### config.mk
export PLATFORM = sky130hd
export DESIGN_NAME = cpu_load_blink_pacer_unit
export DESIGN_NICKNAME = d
export VERILOG_FILES = /design/src/clbp_pkg.sv /design/src/cpu_load_blink_pacer_unit.sv /design/src/clbp_alu.sv /design/src/clbp_core.sv
export SDC_FILE = /design/constraint.sdc
export NUM_CORES = 2
export LEC_CHECK = 0
export BUFFER_PORTS_ARGS = -buffer_cell sky130_fd_sc_hd__buf_2
export CORE_ASPECT_RATIO = 0.8
export CORE_MARGIN = 2
export CORE_UTILIZATION = 40
export CTS_BUF_LIST = sky130_fd_sc_hd__clkbuf_2
export CTS_CLUSTER_DIAMETER = 40
export DETAILED_ROUTE_END_ITERATION = 6
export MAX_ROUTING_LAYER = met4
export SYNTH_ARGS = -nofsm -noshare
export SYNTH_HDL_FRONTEND = slang
export SYNTH_SLANG_ARGS = --single-unit
### constraint.sdc
create_clock -name clock -period 9.5 [get_ports clock]
set_clock_uncertainty 0.1 [all_clocks]
set_input_delay 1.9 -clock clock [delete_from_list [all_inputs] [get_ports clock]]
set_output_delay 1.9 -clock clock [all_outputs]
set_load 0.02 [all_outputs]
### src/clbp_pkg.sv
// Shared widths, types and ALU codes for the CPU load blink pacer.
package clbp_pkg;

   localparam int unsigned DATA_W     = 64;
   localparam int unsigned CPU_W      = 13;
   localparam int unsigned LEVEL_W    = 8;
   localparam int unsigned PCT_W      = 7;
   localparam int unsigned WAIT_W     = 7;
   localparam int unsigned CSR_ADDR_W = 4;
   localparam int unsigned CSR_DATA_W = 32;

   typedef enum logic {
      ALU_ADD,
      ALU_SUB
   } alu_op_type;

   typedef struct packed {
      logic [CPU_W-1:0]   cpu_count;
      logic               invert;
      logic [LEVEL_W-1:0] brightness;
   } cfg_type;

endpackage

### src/cpu_load_blink_pacer_unit.sv
// Top level: CSR registers and the pacing core.
// Activity LED pacer. Each request carries the cumulative busy time and boot time;
// the response gives whether the LED is written this tick, the level, the wait until
// the next tick (1..100 ms, 0 once a panic has been seen) and the load percentage.
// One request is in work at a time; req_ready is high only while idle. A normal
// request runs a 13-step shift-add multiply of boot time by CPU count, two
// subtractions and up to three 10-step restoring divisions, all through one
// shared 64-bit adder; a panic request skips them. The response sits in an
// output register, so a new request can be taken while it waits; a request that
// finishes while the previous response is still held stays in its last state
// until that one is taken.
// CSRs (APB, pready tied high): 0x0 cpu_count, 0x4 invert, 0x8 brightness; write
// only while no request is in work.
module cpu_load_blink_pacer_unit import clbp_pkg::*; (
   input  logic                  clock,
   input  logic                  reset,
   input  logic                  req_valid,
   output logic                  req_ready,
   input  logic [DATA_W-1:0]     req_busy_total,
   input  logic [DATA_W-1:0]     req_boot_ns,
   input  logic                  req_panic,
   output logic                  rsp_valid,
   input  logic                  rsp_ready,
   output logic                  rsp_led_write,
   output logic [LEVEL_W-1:0]    rsp_led_level,
   output logic [WAIT_W-1:0]     rsp_wait_ms,
   output logic [PCT_W-1:0]      rsp_load_pct,
   input  logic                  csr_psel,
   input  logic                  csr_penable,
   input  logic                  csr_pwrite,
   input  logic [CSR_ADDR_W-1:0] csr_paddr,
   input  logic [CSR_DATA_W-1:0] csr_pwdata,
   output logic [CSR_DATA_W-1:0] csr_prdata,
   output logic                  csr_pready
);

   localparam logic [1:0] REG_CPU_COUNT  = 2'd0;
   localparam logic [1:0] REG_INVERT     = 2'd1;
   localparam logic [1:0] REG_BRIGHTNESS = 2'd2;

   logic [CPU_W-1:0]   cpu_count_ff, cpu_count_in;
   logic               invert_ff, invert_in;
   logic [LEVEL_W-1:0] brightness_ff, brightness_in;
   logic               csr_wr;
   logic [1:0]         csr_idx;
   cfg_type            cfg;

   assign csr_pready = 1'b1;
   assign csr_wr     = csr_psel && csr_penable && csr_pwrite && csr_pready;
   assign csr_idx    = csr_paddr[3:2];

   always_comb begin
      cpu_count_in  = cpu_count_ff;
      invert_in     = invert_ff;
      brightness_in = brightness_ff;
      csr_prdata    = '0;
      unique case (csr_idx)
         REG_CPU_COUNT: begin
            csr_prdata = CSR_DATA_W'(cpu_count_ff);
            if (csr_wr) begin
               cpu_count_in = csr_pwdata[CPU_W-1:0];
            end
         end
         REG_INVERT: begin
            csr_prdata = CSR_DATA_W'(invert_ff);
            if (csr_wr) begin
               invert_in = csr_pwdata[0];
            end
         end
         REG_BRIGHTNESS: begin
            csr_prdata = CSR_DATA_W'(brightness_ff);
            if (csr_wr) begin
               brightness_in = csr_pwdata[LEVEL_W-1:0];
            end
         end
         default: csr_prdata = '0;
      endcase
   end

   always_ff @(posedge clock) begin
      if (reset) begin
         cpu_count_ff  <= CPU_W'(1);
         invert_ff     <= 1'b0;
         brightness_ff <= '1;
      end else begin
         cpu_count_ff  <= cpu_count_in;
         invert_ff     <= invert_in;
         brightness_ff <= brightness_in;
      end
   end

   assign cfg.cpu_count  = cpu_count_ff;
   assign cfg.invert     = invert_ff;
   assign cfg.brightness = brightness_ff;

   clbp_core u_core (
      .clock          (clock),
      .reset          (reset),
      .cfg            (cfg),
      .req_valid      (req_valid),
      .req_ready      (req_ready),
      .req_busy_total (req_busy_total),
      .req_boot_ns    (req_boot_ns),
      .req_panic      (req_panic),
      .rsp_valid      (rsp_valid),
      .rsp_ready      (rsp_ready),
      .rsp_led_write  (rsp_led_write),
      .rsp_led_level  (rsp_led_level),
      .rsp_wait_ms    (rsp_wait_ms),
      .rsp_load_pct   (rsp_load_pct)
   );

endmodule

### src/clbp_alu.sv
// Shared 64-bit add/subtract unit with carry/borrow out.
module clbp_alu import clbp_pkg::*; (
   input  alu_op_type        op,
   input  logic [DATA_W-1:0] a,
   input  logic [DATA_W-1:0] b,
   output logic [DATA_W-1:0] res,
   output logic              carry
);

   logic [DATA_W:0] full;

   always_comb begin
      unique case (op)
         ALU_ADD: full = {1'b0, a} + {1'b0, b};
         ALU_SUB: full = {1'b0, a} - {1'b0, b};
         default: full = '0;
      endcase
   end

   assign res   = full[DATA_W-1:0];
   assign carry = full[DATA_W];

endmodule

### src/clbp_core.sv
// Sequencer and datapath: multiply, differences, load, phase and wait per request.
module clbp_core import clbp_pkg::*; (
   input  logic               clock,
   input  logic               reset,
   input  cfg_type            cfg,
   input  logic               req_valid,
   output logic               req_ready,
   input  logic [DATA_W-1:0]  req_busy_total,
   input  logic [DATA_W-1:0]  req_boot_ns,
   input  logic               req_panic,
   output logic               rsp_valid,
   input  logic               rsp_ready,
   output logic               rsp_led_write,
   output logic [LEVEL_W-1:0] rsp_led_level,
   output logic [WAIT_W-1:0]  rsp_wait_ms,
   output logic [PCT_W-1:0]   rsp_load_pct
);

   localparam int unsigned TR_W      = 10;
   localparam int unsigned TGT_W     = 6;
   localparam int unsigned DIFF_LSB  = 16;
   localparam int unsigned DIFF_W    = 32;
   localparam int unsigned QUO_W     = 10;
   localparam int unsigned NUM_W     = 38;
   localparam int unsigned DVS_W     = DIFF_W - 1 + QUO_W - 1;
   localparam int unsigned CNT_W     = 4;
   localparam int unsigned MUL_STEPS = CPU_W;

   localparam int unsigned LOAD_FULL    = 100;
   localparam int unsigned WAIT_CAP     = 100;
   localparam int unsigned TARGET_ONE   = 50;
   localparam int unsigned LO_BASE      = 990;
   localparam int unsigned LO_SPAN      = 900;
   localparam int unsigned HI_SPAN      = 80;
   localparam int unsigned HI_OFF_BASE  = 90;
   localparam int unsigned ON_TIME      = 10;

   typedef enum logic [3:0] {
      ST_IDLE,
      ST_MUL,
      ST_DBOOT,
      ST_DBUSY,
      ST_USAGE,
      ST_DIV,
      ST_TGT,
      ST_DELAY,
      ST_FIN,
      ST_DONE
   } state_type;

   typedef enum logic [1:0] {
      DIV_USAGE,
      DIV_TARGET,
      DIV_LO,
      DIV_HI
   } div_sel_type;

   state_type                 state_ff, state_in;
   div_sel_type               div_sel_ff, div_sel_in;
   logic [CNT_W-1:0]          cnt_ff, cnt_in;
   logic [DATA_W-1:0]         acc_ff, acc_in;
   logic [DATA_W-1:0]         mcand_ff, mcand_in;
   logic [CPU_W-1:0]          mplier_ff, mplier_in;
   logic [DATA_W-1:0]         busy_ff, busy_in;
   logic [DATA_W-1:0]         prev_boot_ff, prev_boot_in;
   logic [DATA_W-1:0]         prev_busy_ff, prev_busy_in;
   logic signed [DIFF_W-1:0]  d_boot_ff, d_boot_in;
   logic signed [DIFF_W-1:0]  d_busy_ff, d_busy_in;
   logic [NUM_W-1:0]          rem_ff, rem_in;
   logic [DVS_W-1:0]          dvs_ff, dvs_in;
   logic [QUO_W-1:0]          quo_ff, quo_in;
   logic [PCT_W-1:0]          usage_ff, usage_in;
   logic [TGT_W-1:0]          target_ff, target_in;
   logic [TR_W-1:0]           delay_ff, delay_in;
   logic [TR_W-1:0]           tr_ff, tr_in;
   logic                      phase_ff, phase_in;
   logic                      panic_ff, panic_in;
   logic                      res_write_ff, res_write_in;
   logic [LEVEL_W-1:0]        res_level_ff, res_level_in;
   logic [WAIT_W-1:0]         res_wait_ff, res_wait_in;
   logic [PCT_W-1:0]          res_load_ff, res_load_in;
   logic                      rsp_valid_ff, rsp_valid_in;
   logic                      rsp_write_ff, rsp_write_in;
   logic [LEVEL_W-1:0]        rsp_level_ff, rsp_level_in;
   logic [WAIT_W-1:0]         rsp_wait_ff, rsp_wait_in;
   logic [PCT_W-1:0]          rsp_load_ff, rsp_load_in;

   alu_op_type                alu_op;
   logic [DATA_W-1:0]         alu_a;
   logic [DATA_W-1:0]         alu_b;
   logic [DATA_W-1:0]         alu_res;
   logic                      alu_carry;
   logic [CPU_W-1:0]          eff_cpus;
   logic [QUO_W-1:0]          quo_step;
   logic [TR_W-1:0]           fin_tr;
   logic                      rsp_free;

   clbp_alu u_alu (
      .op    (alu_op),
      .a     (alu_a),
      .b     (alu_b),
      .res   (alu_res),
      .carry (alu_carry)
   );

   assign eff_cpus  = (cfg.cpu_count == '0) ? CPU_W'(1) : cfg.cpu_count;
   assign quo_step  = {quo_ff[QUO_W-2:0], ~alu_carry};
   assign fin_tr    = ((tr_ff == '0) || (delay_ff <= tr_ff)) ? delay_ff : tr_ff;
   assign rsp_free  = !rsp_valid_ff || rsp_ready;
   assign req_ready = (state_ff == ST_IDLE);

   always_comb begin
      state_in     = state_ff;
      div_sel_in   = div_sel_ff;
      cnt_in       = cnt_ff;
      acc_in       = acc_ff;
      mcand_in     = mcand_ff;
      mplier_in    = mplier_ff;
      busy_in      = busy_ff;
      prev_boot_in = prev_boot_ff;
      prev_busy_in = prev_busy_ff;
      d_boot_in    = d_boot_ff;
      d_busy_in    = d_busy_ff;
      rem_in       = rem_ff;
      dvs_in       = dvs_ff;
      quo_in       = quo_ff;
      usage_in     = usage_ff;
      target_in    = target_ff;
      delay_in     = delay_ff;
      tr_in        = tr_ff;
      phase_in     = phase_ff;
      panic_in     = panic_ff;
      res_write_in = res_write_ff;
      res_level_in = res_level_ff;
      res_wait_in  = res_wait_ff;
      res_load_in  = res_load_ff;
      rsp_valid_in = rsp_valid_ff;
      rsp_write_in = rsp_write_ff;
      rsp_level_in = rsp_level_ff;
      rsp_wait_in  = rsp_wait_ff;
      rsp_load_in  = rsp_load_ff;
      alu_op       = ALU_SUB;
      alu_a        = '0;
      alu_b        = '0;

      if (rsp_valid_ff && rsp_ready) begin
         rsp_valid_in = 1'b0;
      end

      unique case (state_ff)
         ST_IDLE: begin
            if (req_valid) begin
               res_write_in = 1'b0;
               res_level_in = '0;
               if (req_panic || panic_ff) begin
                  panic_in     = 1'b1;
                  res_write_in = 1'b1;
                  res_level_in = cfg.brightness;
                  res_wait_in  = '0;
                  res_load_in  = '0;
                  state_in     = ST_DONE;
               end else begin
                  acc_in    = '0;
                  mcand_in  = req_boot_ns;
                  mplier_in = eff_cpus;
                  busy_in   = req_busy_total;
                  cnt_in    = CNT_W'(MUL_STEPS - 1);
                  state_in  = ST_MUL;
               end
            end
         end
         ST_MUL: begin
            alu_op    = ALU_ADD;
            alu_a     = acc_ff;
            alu_b     = mplier_ff[0] ? mcand_ff : '0;
            acc_in    = alu_res;
            mcand_in  = mcand_ff << 1;
            mplier_in = mplier_ff >> 1;
            cnt_in    = cnt_ff - CNT_W'(1);
            if (cnt_ff == '0) begin
               state_in = ST_DBOOT;
            end
         end
         ST_DBOOT: begin
            alu_a        = acc_ff;
            alu_b        = prev_boot_ff;
            d_boot_in    = alu_res[DIFF_LSB+DIFF_W-1:DIFF_LSB];
            prev_boot_in = acc_ff;
            state_in     = ST_DBUSY;
         end
         ST_DBUSY: begin
            alu_a        = busy_ff;
            alu_b        = prev_busy_ff;
            d_busy_in    = alu_res[DIFF_LSB+DIFF_W-1:DIFF_LSB];
            prev_busy_in = busy_ff;
            state_in     = ST_USAGE;
         end
         ST_USAGE: begin
            priority if ((d_boot_ff <= 32'sd0) || (d_busy_ff < 32'sd0)) begin
               usage_in = '0;
               state_in = ST_TGT;
            end else if (d_busy_ff >= d_boot_ff) begin
               usage_in = PCT_W'(LOAD_FULL);
               state_in = ST_TGT;
            end else begin
               rem_in     = NUM_W'(LOAD_FULL) * NUM_W'(d_busy_ff[DIFF_W-2:0]);
               dvs_in     = DVS_W'(d_boot_ff[DIFF_W-2:0]) << (QUO_W - 1);
               quo_in     = '0;
               cnt_in     = CNT_W'(QUO_W - 1);
               div_sel_in = DIV_USAGE;
               state_in   = ST_DIV;
            end
         end
         ST_DIV: begin
            alu_a = DATA_W'(rem_ff);
            alu_b = DATA_W'(dvs_ff);
            if (!alu_carry) begin
               rem_in = alu_res[NUM_W-1:0];
            end
            quo_in = quo_step;
            dvs_in = dvs_ff >> 1;
            cnt_in = cnt_ff - CNT_W'(1);
            if (cnt_ff == '0) begin
               unique case (div_sel_ff)
                  DIV_USAGE: begin
                     usage_in = quo_step[PCT_W-1:0];
                     state_in = ST_TGT;
                  end
                  DIV_TARGET: begin
                     target_in = quo_step[TGT_W-1:0];
                     state_in  = ST_DELAY;
                  end
                  DIV_LO: begin
                     delay_in = TR_W'(LO_BASE) - TR_W'(quo_step);
                     state_in = ST_FIN;
                  end
                  DIV_HI: begin
                     delay_in = phase_ff ? TR_W'(ON_TIME) + TR_W'(quo_step)
                                         : TR_W'(HI_OFF_BASE) - TR_W'(quo_step);
                     state_in = ST_FIN;
                  end
                  default: state_in = ST_FIN;
               endcase
            end
         end
         ST_TGT: begin
            if (tr_ff <= TR_W'(WAIT_CAP)) begin
               tr_in        = '0;
               phase_in     = ~phase_ff;
               res_write_in = 1'b1;
               res_level_in = (~phase_ff ^ cfg.invert) ? cfg.brightness : '0;
            end else begin
               tr_in = tr_ff - TR_W'(WAIT_CAP);
            end
            if (eff_cpus > CPU_W'(1)) begin
               rem_in     = NUM_W'(LOAD_FULL);
               dvs_in     = DVS_W'(eff_cpus) << (QUO_W - 1);
               quo_in     = '0;
               cnt_in     = CNT_W'(QUO_W - 1);
               div_sel_in = DIV_TARGET;
               state_in   = ST_DIV;
            end else begin
               target_in = TGT_W'(TARGET_ONE);
               state_in  = ST_DELAY;
            end
         end
         ST_DELAY: begin
            quo_in = '0;
            cnt_in = CNT_W'(QUO_W - 1);
            if (usage_ff < PCT_W'(target_ff)) begin
               if (phase_ff) begin
                  delay_in = TR_W'(ON_TIME);
                  state_in = ST_FIN;
               end else begin
                  rem_in     = NUM_W'(LO_SPAN) * NUM_W'(usage_ff);
                  dvs_in     = DVS_W'(target_ff) << (QUO_W - 1);
                  div_sel_in = DIV_LO;
                  state_in   = ST_DIV;
               end
            end else begin
               rem_in     = NUM_W'(HI_SPAN) * NUM_W'(usage_ff - PCT_W'(target_ff));
               dvs_in     = DVS_W'(PCT_W'(LOAD_FULL) - PCT_W'(target_ff)) << (QUO_W - 1);
               div_sel_in = DIV_HI;
               state_in   = ST_DIV;
            end
         end
         ST_FIN: begin
            tr_in       = fin_tr;
            res_wait_in = (fin_tr > TR_W'(WAIT_CAP)) ? WAIT_W'(WAIT_CAP)
                                                     : fin_tr[WAIT_W-1:0];
            res_load_in = usage_ff;
            state_in    = ST_DONE;
         end
         ST_DONE: begin
            if (rsp_free) begin
               rsp_valid_in = 1'b1;
               rsp_write_in = res_write_ff;
               rsp_level_in = res_level_ff;
               rsp_wait_in  = res_wait_ff;
               rsp_load_in  = res_load_ff;
               state_in     = ST_IDLE;
            end
         end
         default: state_in = ST_IDLE;
      endcase
   end

   always_ff @(posedge clock) begin
      if (reset) begin
         state_ff     <= ST_IDLE;
         rsp_valid_ff <= 1'b0;
         tr_ff        <= '0;
         phase_ff     <= 1'b0;
         panic_ff     <= 1'b0;
         prev_boot_ff <= '0;
         prev_busy_ff <= '0;
      end else begin
         state_ff     <= state_in;
         rsp_valid_ff <= rsp_valid_in;
         tr_ff        <= tr_in;
         phase_ff     <= phase_in;
         panic_ff     <= panic_in;
         prev_boot_ff <= prev_boot_in;
         prev_busy_ff <= prev_busy_in;
         rsp_write_ff <= rsp_write_in;
         rsp_level_ff <= rsp_level_in;
         rsp_wait_ff  <= rsp_wait_in;
         rsp_load_ff  <= rsp_load_in;
      end
   end

   always_ff @(posedge clock) begin
      div_sel_ff   <= div_sel_in;
      cnt_ff       <= cnt_in;
      acc_ff       <= acc_in;
      mcand_ff     <= mcand_in;
      mplier_ff    <= mplier_in;
      busy_ff      <= busy_in;
      d_boot_ff    <= d_boot_in;
      d_busy_ff    <= d_busy_in;
      rem_ff       <= rem_in;
      dvs_ff       <= dvs_in;
      quo_ff       <= quo_in;
      usage_ff     <= usage_in;
      target_ff    <= target_in;
      delay_ff     <= delay_in;
      res_write_ff <= res_write_in;
      res_level_ff <= res_level_in;
      res_wait_ff  <= res_wait_in;
      res_load_ff  <= res_load_in;
   end

   assign rsp_valid     = rsp_valid_ff;
   assign rsp_led_write = rsp_write_ff;
   assign rsp_led_level = rsp_level_ff;
   assign rsp_wait_ms   = rsp_wait_ff;
   assign rsp_load_pct  = rsp_load_ff;

endmodule

==> results.yml <==
synth:
  yosysWarningCount: 0
  share_of_synthesized_area_occupied_by_flip_flops_and_latches: 0.439
  synth-edff-count: 431
  synth.distinct_cells: 92
  synth-async-reset-ratio: 0
  yosys_most_used_dff: "sky130_fd_sc_hd__edfxtp_1"
  avgSynthCellArea_um2: 9.23
  synth_area_um2: 37100
  postSynthCellCount: 4017
  synth_seq_cells: 598
drt:
  detailroute.via_count: 31400
  vias_per_cell: 5.65
  drt_first_pass_iters: 7
  detailedRoute.firstIterationViolations: 3739
  routedWlPerCell_um: 21.6
  drc_violations: 1
  finalWirelength_um: 120000
  drtAntennaViolNets: 0
clock_network:
  cts.path.max_buffers: 3
  cts_buffers: 159
  cts_num_sinks: 598
  cts.repair.resized: 0
  clk_transition_reported_paths_ns: 0.10
  worst_skew_pair.late_latency_ns: 1.43
  tritoncts: "done"
  cts_setup_buffers: 0
  clock_tree.htree_level_count: 4
  ctsHoldBuffers: 0
  ctsRootBufferMaster: "sky130_fd_sc_hd__clkbuf_2"
die:
  core_um2: 91500
  placementRows: 99
  floorplan.initialDensity: 0.405
  dieHeight_um: 276
  top_level_ports: 230
  die_area_um2: 95200
  die_w_um: 344
sta:
  final-hold-violation-count: 0
  finalCriticalPeriod_ns: 8.95
  share_of_the_clock_period_used_by_the_worst_path_after_layout: 0.942
  worst-slew-pin-transition_ns: 1.17
  max_slew_margin: 0.212
  grt_setup_unrepaired: "false"
  setup_slack_after_layout_ns: 0.552
  clock.fmax_mhz: 112
  setup_viol_count_final: 0
  timing.final.max_slew_violations: 0
  finalSetupTns_ns: 0
cells_and_area:
  fin_nets: 4695
  final_core_util: 0.447
  areaGrowthSynthToFinish_pct: 10.2
  layout.filler_cells: 9117
  drive_gt1_frac: 0.135
power_and_ir_drop:
  power.sequential.fraction: 0.264
  p_sw_mw: 8.81
  fraction_of_power_consumed_by_combinational_cells: 0.619
  swShare: 0.513
  design_internal_power_mw: 8.37
  worst_ir_drop_vdd_mv: 0.285
  leakagePower_nw: 17.1
  relative_contribution_of_the_clock_network_to_total_power: 0.117
  power.density_nw_per_um2: 420
setup_path:
  cp_data_required_time_ns: 10.49
  timing.critical_path.to_type: "flop"
  critical_path_class: "reg -> reg"
  worstSetupStartpointType: "flop"
  timing.critical_path.arrival_ns: 9.94
  critical-path-top-delay-family: "simple AND/OR/NAND/NOR gates"
  cpMostUsedCell: "sky130_fd_sc_hd__o21ai_0"
  critPathMaxFanout: 37
  crit_path_max_incr_delay_ns: 0.87
  cp_num_buf_inv: 4
  cpMaxStageDelayCell: "sky130_fd_sc_hd__nor4_4"
global_route:
  pin_count_of_the_biggest_net_entering_global_routing: 142
  number_of_antenna_violations_at_the_first_check_in_global_routing: 5
  grt_pass1_vias: 29000
  grt-ovfl-total: 0
  global_route.usage.total: 0.253
  grt_first_pass_wirelength_um: 179000
run_status:
  violations: "design-rule violations"
  result_of_the_run: "finished, violations left"
job:
  cap_viol_max_count: 0
worst_hold_path:
  hold_crit_path_type: "reg -> reg"
placement:
  dp.final_hpwl_um: 87900
  dp_slack_ns: 0.959
  number_of_i_o_port_buffers: 188
  gp_congestion: 0.943
-- area by class of cell --
class	count	area [um2]	share of cell area
Inverter	300	1130	0.0277
Timing Repair Buffer	251	1470	0.0360
Sequential cell	598	16300	0.398
Tap cell	1212	1520	0.0371
Clock inverter	55	418	0.0102
Clock buffer	237	1190	0.0290
Multi-Input combinational cell	2904	18900	0.461
Antenna cell	5	12.5	0.000306
-- synth_stat cells, drive strengths merged, types with 48 or more instances --
library cell    n  area (um2)
nand3b         52         390
nand4          48         300
nor2          211         792
edfxtp        431       12900
ha            275        3440
nor3           62         310
and2           58         363
a21o           74         556
clkbuf        163         612
xor2           64         561
nand3          52         260
inv           300        1130
a21oi         370        1860
nand2         745        2800
o21ai         157         786
buf            70         397
dfxtp         167        3340
xnor2         108         965
-- flip-flops by register name, summed over array words and instances, names as in the netlist, 13 cells and up --
register             cells
u_core.acc_ff           64
u_core.busy_ff          64
u_core.mcand_ff         64
u_core.prev_boot_ff     64
u_core.prev_busy_ff     64
u_core.dvs_ff           40
u_core.rem_ff           38
u_core.d_boot_ff        32
u_core.d_busy_ff        32
cpu_count_ff            13
u_core.mplier_ff        13
-- per-stage QoR --
stage / hold WS (ns) / total power, mW / cells / area [um2]
after detailed placement: 0.305 / 14.9 / 5265 / 39300
after CTS: 0.241 / 16.9 / 5557 / 40900
after global placement: 0.301 / 14.8 / 5265 / 39300
final: 0.283 / 17.2 / 5562 / 40900
after floorplan: 0.300 / 11.4 / 4035 / 37200
after global routing: 0.260 / 18.2 / 5559 / 40900
-- final timing paths --
path                                                          start                          endpoint  slack (ns)  cells past startpoint
worst max register to register      u_core.state_ff[1]$_SDFFE_PP0P_  u_core.delay_ff[8]$_SDFFCE_PP0P_        0.55                     33
worst min register to register  u_core.res_load_ff[1]$_SDFFCE_PN0P_  u_core.rsp_load_pct[1]$_DFFE_PP_        0.28                      0
worst min-delay path            u_core.res_load_ff[1]$_SDFFCE_PN0P_  u_core.rsp_load_pct[1]$_DFFE_PP_        0.28                      0
worst max-delay path                u_core.state_ff[1]$_SDFFE_PP0P_  u_core.delay_ff[8]$_SDFFCE_PP0P_        0.55                     33
-- placed cells by master (no fill, tap or decap), types with 48 or more instances in the layout --
| cell | n |
|---|---|
| sky130_fd_sc_hd__nand3_1 | 51 |
| sky130_fd_sc_hd__buf_4 | 59 |
| sky130_fd_sc_hd__clkbuf_2 | 237 |
| sky130_fd_sc_hd__nor2_1 | 207 |
| sky130_fd_sc_hd__inv_1 | 297 |
| sky130_fd_sc_hd__a21oi_1 | 369 |
| sky130_fd_sc_hd__ha_1 | 275 |
| sky130_fd_sc_hd__nand4_1 | 48 |
| sky130_fd_sc_hd__dfxtp_1 | 164 |
| sky130_fd_sc_hd__nand2_1 | 742 |
| sky130_fd_sc_hd__o21ai_0 | 153 |
| sky130_fd_sc_hd__xnor2_1 | 107 |
| sky130_fd_sc_hd__and2_1 | 55 |
| sky130_fd_sc_hd__edfxtp_1 | 431 |
| sky130_fd_sc_hd__a21o_1 | 74 |
| sky130_fd_sc_hd__nor3_1 | 60 |
| sky130_fd_sc_hd__nand3b_1 | 52 |
| sky130_fd_sc_hd__buf_2 | 187 |
| sky130_fd_sc_hd__xor2_1 | 64 |
-- power by group through the flow --
stage / clock (mW) / combinational (mW) / sequential, mW
2_1_floorplan: 0 / 6.97 / 4.42
3_3_place_gp: 0 / 10.3 / 4.57
3_5_place_dp: 0 / 10.3 / 4.57
4_1_cts: 2.07 / 10.4 / 4.51
5_1_grt: 2.20 / 11.4 / 4.58
6_report: 2.02 / 10.6 / 4.53
-- routing by layer --
| metal | wire length, um | part of all wire | track usage | vias up |
|---|---|---|---|---|
| met5 | 0 | 0 | - | - |
| met2 | 49200 | 0.41 | 0.343 | 1442 |
| met4 | 2430 | 0.020 | 0.0642 | 0 |
| li1 | - | - | - | 14800 |
| met1 | 56900 | 0.47 | 0.379 | 15000 |
| met3 | 11700 | 0.097 | 0.0516 | 147 |
-- cells by family after synthesis --
group | after synthesis | share of synthesized area
muxes | 35 | 0.00951
adders and majority gates | 309 | 0.111
buffers and inverters | 533 | 0.0576
and+or+nand+nor | 1416 | 0.176
xor gates and xnor gates | 172 | 0.0411
other | 2 | 0.000202
DFF | 598 | 0.439
AOI/OAI and AO/OA | 952 | 0.166
(Power assumes the default switching activity.)
